[src/rtl/fdr_div_pipe.sv]
// ----------------------------------------------------------------------------
// fdr_div_pipe
// Pipelined restoring divider, one quotient bit per register stage.
// ----------------------------------------------------------------------------
module fdr_div_pipe #(
	parameter int unsigned N_W    = 47,
	parameter int unsigned D_W    = 16,
	parameter int unsigned Q_W    = 30,
	parameter int unsigned SIDE_W = 1
) (
	input  logic              clk,
	input  logic              arst_n,
	input  logic              en,
	input  logic              in_valid,
	input  logic [N_W-1:0]    dividend,
	input  logic [D_W-1:0]    divisor,
	input  logic [SIDE_W-1:0] in_side,
	output logic              out_valid,
	output logic [Q_W-1:0]    quotient,
	output logic [SIDE_W-1:0] out_side
);

	// The quotient is exact when the dividend is below divisor times 2^Q_W.
	localparam int unsigned WW = (N_W > D_W + Q_W) ? N_W : D_W + Q_W;

	logic              valid_s [0:Q_W];
	logic [WW-1:0]     rem_s   [0:Q_W];
	logic [D_W-1:0]    dvs_s   [0:Q_W];
	logic [Q_W-1:0]    quo_s   [0:Q_W];
	logic [SIDE_W-1:0] side_s  [0:Q_W];

	assign valid_s[0] = in_valid;
	assign rem_s[0]   = WW'(dividend);
	assign dvs_s[0]   = divisor;
	assign quo_s[0]   = '0;
	assign side_s[0]  = in_side;

	for (genvar i = 0; i < Q_W; i++) begin : g_stage
		localparam int unsigned K = Q_W - 1 - i;
		logic [WW-1:0] trial;
		logic          take;

		assign trial = WW'(dvs_s[i]) << K;
		assign take  = rem_s[i] >= trial;

		always_ff @(posedge clk or negedge arst_n) begin
			if (!arst_n) begin
				valid_s[i+1] <= 1'b0;
			end else if (en) begin
				valid_s[i+1] <= valid_s[i];
			end
		end

		always_ff @(posedge clk) begin
			if (en) begin
				rem_s[i+1]  <= take ? rem_s[i] - trial : rem_s[i];
				quo_s[i+1]  <= take ? (quo_s[i] | (Q_W'(1) << K)) : quo_s[i];
				dvs_s[i+1]  <= dvs_s[i];
				side_s[i+1] <= side_s[i];
			end
		end
	end

	assign out_valid = valid_s[Q_W];
	assign quotient  = quo_s[Q_W];
	assign out_side  = side_s[Q_W];

endmodule

[config.mk]
export PLATFORM = sky130hd
export DESIGN_NAME = fdr_div_pipe
export DESIGN_NICKNAME = d
export VERILOG_FILES = /design/src/rtl/fdr_div_pipe.sv
export SDC_FILE = /design/constraint.sdc
export NUM_CORES = 2
export LEC_CHECK = 0
export CAP_MARGIN = 20
export CORE_ASPECT_RATIO = 0.6
export CORE_MARGIN = 5
export CORE_UTILIZATION = 32
export DETAILED_ROUTE_END_ITERATION = 10
export DONT_BUFFER_PORTS = 1
export PLACE_DENSITY = 0.46
export SLEW_MARGIN = 20
export SYNTH_ARGS = -nofsm -noshare
export SYNTH_HDL_FRONTEND = slang
export SYNTH_SLANG_ARGS = --single-unit
[constraint.sdc]
create_clock -name clk -period 8.6 [get_ports clk]
set_input_delay 1.72 -clock clk [delete_from_list [all_inputs] [get_ports clk]]
set_output_delay 1.72 -clock clk [all_outputs]
set_load 0.005 [all_outputs]
==> results by group <==
Yosys
  – Yosys top cell area share: 0.631
  – Number of synthesized flops with an enable pin: around 2,300
  – Syn nets: slightly above 9,000
  – Post-synth top area cell: edfxtp_1
  – Netlist cell types: 80
  – Cell area after synthesis: 110,000 sq um
  – Top FF cell, synth: edfxtp_1
  – Synth Register Bits: around 2,400
  – Synth Instances: between 8,000 and 9,000
  – Synth area leaders: edfxtp_1, ha_1, xor2_1
  – Mean Syn Cell Area: 12.9 sq um
  – Asr flop ratio synth: 0.0128
  – Ys Warns: 0
  – Sequential area share after synthesis: 0.638

GRT
  – Total GRT Usage: 0.149
  – Largest net degree at the start of global routing: approximately 250
  – Vias in the first global route: around 64,000
  – Antenna violations before repair: 18
  – First-pass GRT wire length: between 400 and 500 mm
  – GRT overflow: 0

STA
  – Clock skew: slightly above 0.1 ns
  – Slew of the pin with the lowest slew margin: 1.31 ns
  – Final Hold Fails: 0
  – Rel. slew slack: 0.125
  – Fmax: 0.144 GHz
  – RSZ-0062 raised after global routing: no
  – Final critical-path share of the clock period: 0.809
  – Setup violations, final: 0
  – Setup TNS Final: 0 ns
  – Slew Limit Fails: 0
  – Post-route minimum period: slightly below 7 ns

Clock tree
  – Worst skew pair latency: between 0.9 and 1 ns
  – Clock-pin slew of the registers on the worst-case setup and hold paths: approximately 0.070 ns
  – Clock Tree Buf Depth: 4
  – CTS buffer count: approximately 240
  – # resized after CTS: 0
  – CTS root buffer: clkbuf_16
  – Hold-fix buffers, CTS: 0
  – TritonCTS clock tree: built
  – Setup bufs post-CTS: 0
  – H-Tree Level Count: 4
  – Num Clock Sinks: about 2,400

Worst setup path
  – Critical path required time: approximately 9.1 ns
  – Worst Setup Path Type: input port to register
  – Startpoint types: input port
  – Critical Path Sink Type: register
  – Crit path max fanout: 160
  – WP data arrival: between 7 and 8 ns

Power and ir drop
  – LEAKAGE: roughly 45 nW
  – PwrDens: a little over 300 nW/um^2
  – Peak VDD IR: 195 uV

Run status
  – Status: finished clean

Floorplanning
  – Starting density of the core: 0.321
  – DIE WIDTH: roughly 770 um
  – IO Pins: 100
  – Die Y: 465 um
  – Die footprint: about 360,000 sq um
  – Cell Rows: ~170
  – Core area: 344,000 sq um

Routing
  – Drt pass-1 iters: 9
  – Vias: just under 70,000
  – Drt first-iter violations: 7,043
  – Detail Route Antenna Nets: 0
  – WL final: about 270 mm
  – DR vias/cell: roughly 5
  – DRC Markers: 0
  – Per-cell routed wire length: between 20 and 25 um

Final layout
  – Nets: ~9,000
  – Share of post-route cells with drive strength above 1: 0.0686
  – Final cell utilization of the core: 0.361
  – Syn-to-layout area delta: 12.5%

Placement
  – RePlAce Congestion: around 0.9
  – Port Buf Inserts: 0
  – Detailed Place HPWL: slightly above 200 mm

Job
  – Max-cap violations: 0

Hold path
  – Class of the worst hold path: register to register
[stage by stage]
| step | cell area (sq um) | cells | total power, mW | hold slack (ns) | setup WS, ns |
|---|---|---|---|---|---|
| 3_5_place_dp | 116000 | 13000 | 27.0 | 0.405 | 0.607 |
| 3_3_place_gp | 116000 | 13000 | 26.8 | 0.400 | 0.508 |
| 6_report | 124000 | 13400 | 37.9 | 0.331 | 1.64 |
| 4_1_cts | 124000 | 13400 | 38.2 | 0.312 | 1.64 |
| 2_1_floorplan | 110000 | 8572 | 23.5 | 0.400 | 4.32 |
| 5_1_grt | 124000 | 13400 | 40.1 | 0.347 | 1.35 |
[cells in the final DEF (no fill, tap or decap), drive strengths merged, types with 213 or more instances in the layout]
master,Yosys,final
edfxtp,2322,2322
nor2,544,544
ha,480,480
nor4,213,213
xor2,399,399
o21ai,422,422
a21oi,514,514
nand2,591,591
xnor2,398,398
nor3,249,249
inv,599,605
clkbuf,132,278
[synth_stat cells (all sizes together) (11+ instances only)]
library cell	n
nand2b	115
nor4	213
o31ai	48
nor2b	91
o211ai	27
nand3b	24
a21o	197
and2	20
a31oi	27
o21a	79
clkbuf	132
or4	69
xor2	399
dfrtp	30
nand2	591
and4	16
a211oi	50
a31o	11
o21bai	31
o31a	19
xnor2	398
nand3	134
mux2	110
nor4b	42
nand4	101
or2	38
or3	88
nor3b	18
inv	599
o2111ai	17
edfxtp	2322
o21ai	422
o41ai	17
nor3	249
nor2	544
fa	29
a211o	20
a21oi	514
a2111oi	12
buf	51
and3	44
ha	480
nand4b	22
[final timing paths]
check / start / to / slack, ns / cells after the start
setup / recovery: en / rem_s[74] / 1.64 / 10
hold / removal: quo_s[343] / quo_s[313] / 0.33 / 0
setup reg to reg: dvs_s[50] / rem_s[139] / 4.07 / 13
hold reg to reg: quo_s[343] / quo_s[313] / 0.33 / 0
max in group asynchronous: arst_n / valid_s[10] / 7.93 / 0
min in group asynchronous: arst_n / out_valid / 0.59 / 0
[layout make-up]
cell class,count,area [sq um]
Tap cell,4563,5710
Sequential cell,2352,70500
Clock buffer,278,6240
Clock inverter,160,1850
Inverter,599,2250
Multi-Input combinational cell,5438,37100
Fill cell,32800,220000
Antenna cell,4,10.0
Timing Repair Buffer,52,718
[power breakdown]
group | switching (mW) | internal (mW) | leakage, nW
sequential | 1.61 | 15.2 | 22.7
clock | 4.55 | 6.35 | 3.91
combinational | 6.02 | 4.15 | 18.2
[state kept, by name, indices dropped and copies added (netlist names)]
signal,cells
side_s,29
rem_s,1363
valid_s,29
out_valid,1
quotient,30
quo_s,435
out_side,1
dvs_s,464
[worst max-delay path: stages]
cell and delay [ns]:
buf_16 0.37, buf_16 0.55, buf_16 0.45, buf_16 0.49, buf_16 0.43, buf_16 0.57
buf_16 0.40, buf_16 0.49, buf_16 0.43, buf_16 0.46
[kinds of logic (layout without fill, tap and decap cells)]
family                   after synthesis  count (layout)  synth area share
other                                  0               4                 0
AO/OA/AOI/OAI                       1566            1566            0.0870
adder cells (fa/ha/maj)              509             509            0.0596
flip-flops                          2352            2352             0.638
multiplexers                         115             115            0.0117
XOR/XNOR                             797             797            0.0632
AND/OR/NAND/NOR                     2451            2451             0.113
buffers and inverters                782            1089            0.0276
[layer usage]
layer / global-route usage / up-vias / share of wire
li1: - / 32100 / -
met1: 0.261 / 32900 / 0.57
met2: 0.179 / 1916 / 0.34
met3: 0.0315 / 346 / 0.072
met4: 0.0293 / 0 / 0.018
met5: 0 / - / 0
No activity file was read; power rests on OpenSTA's default activity.
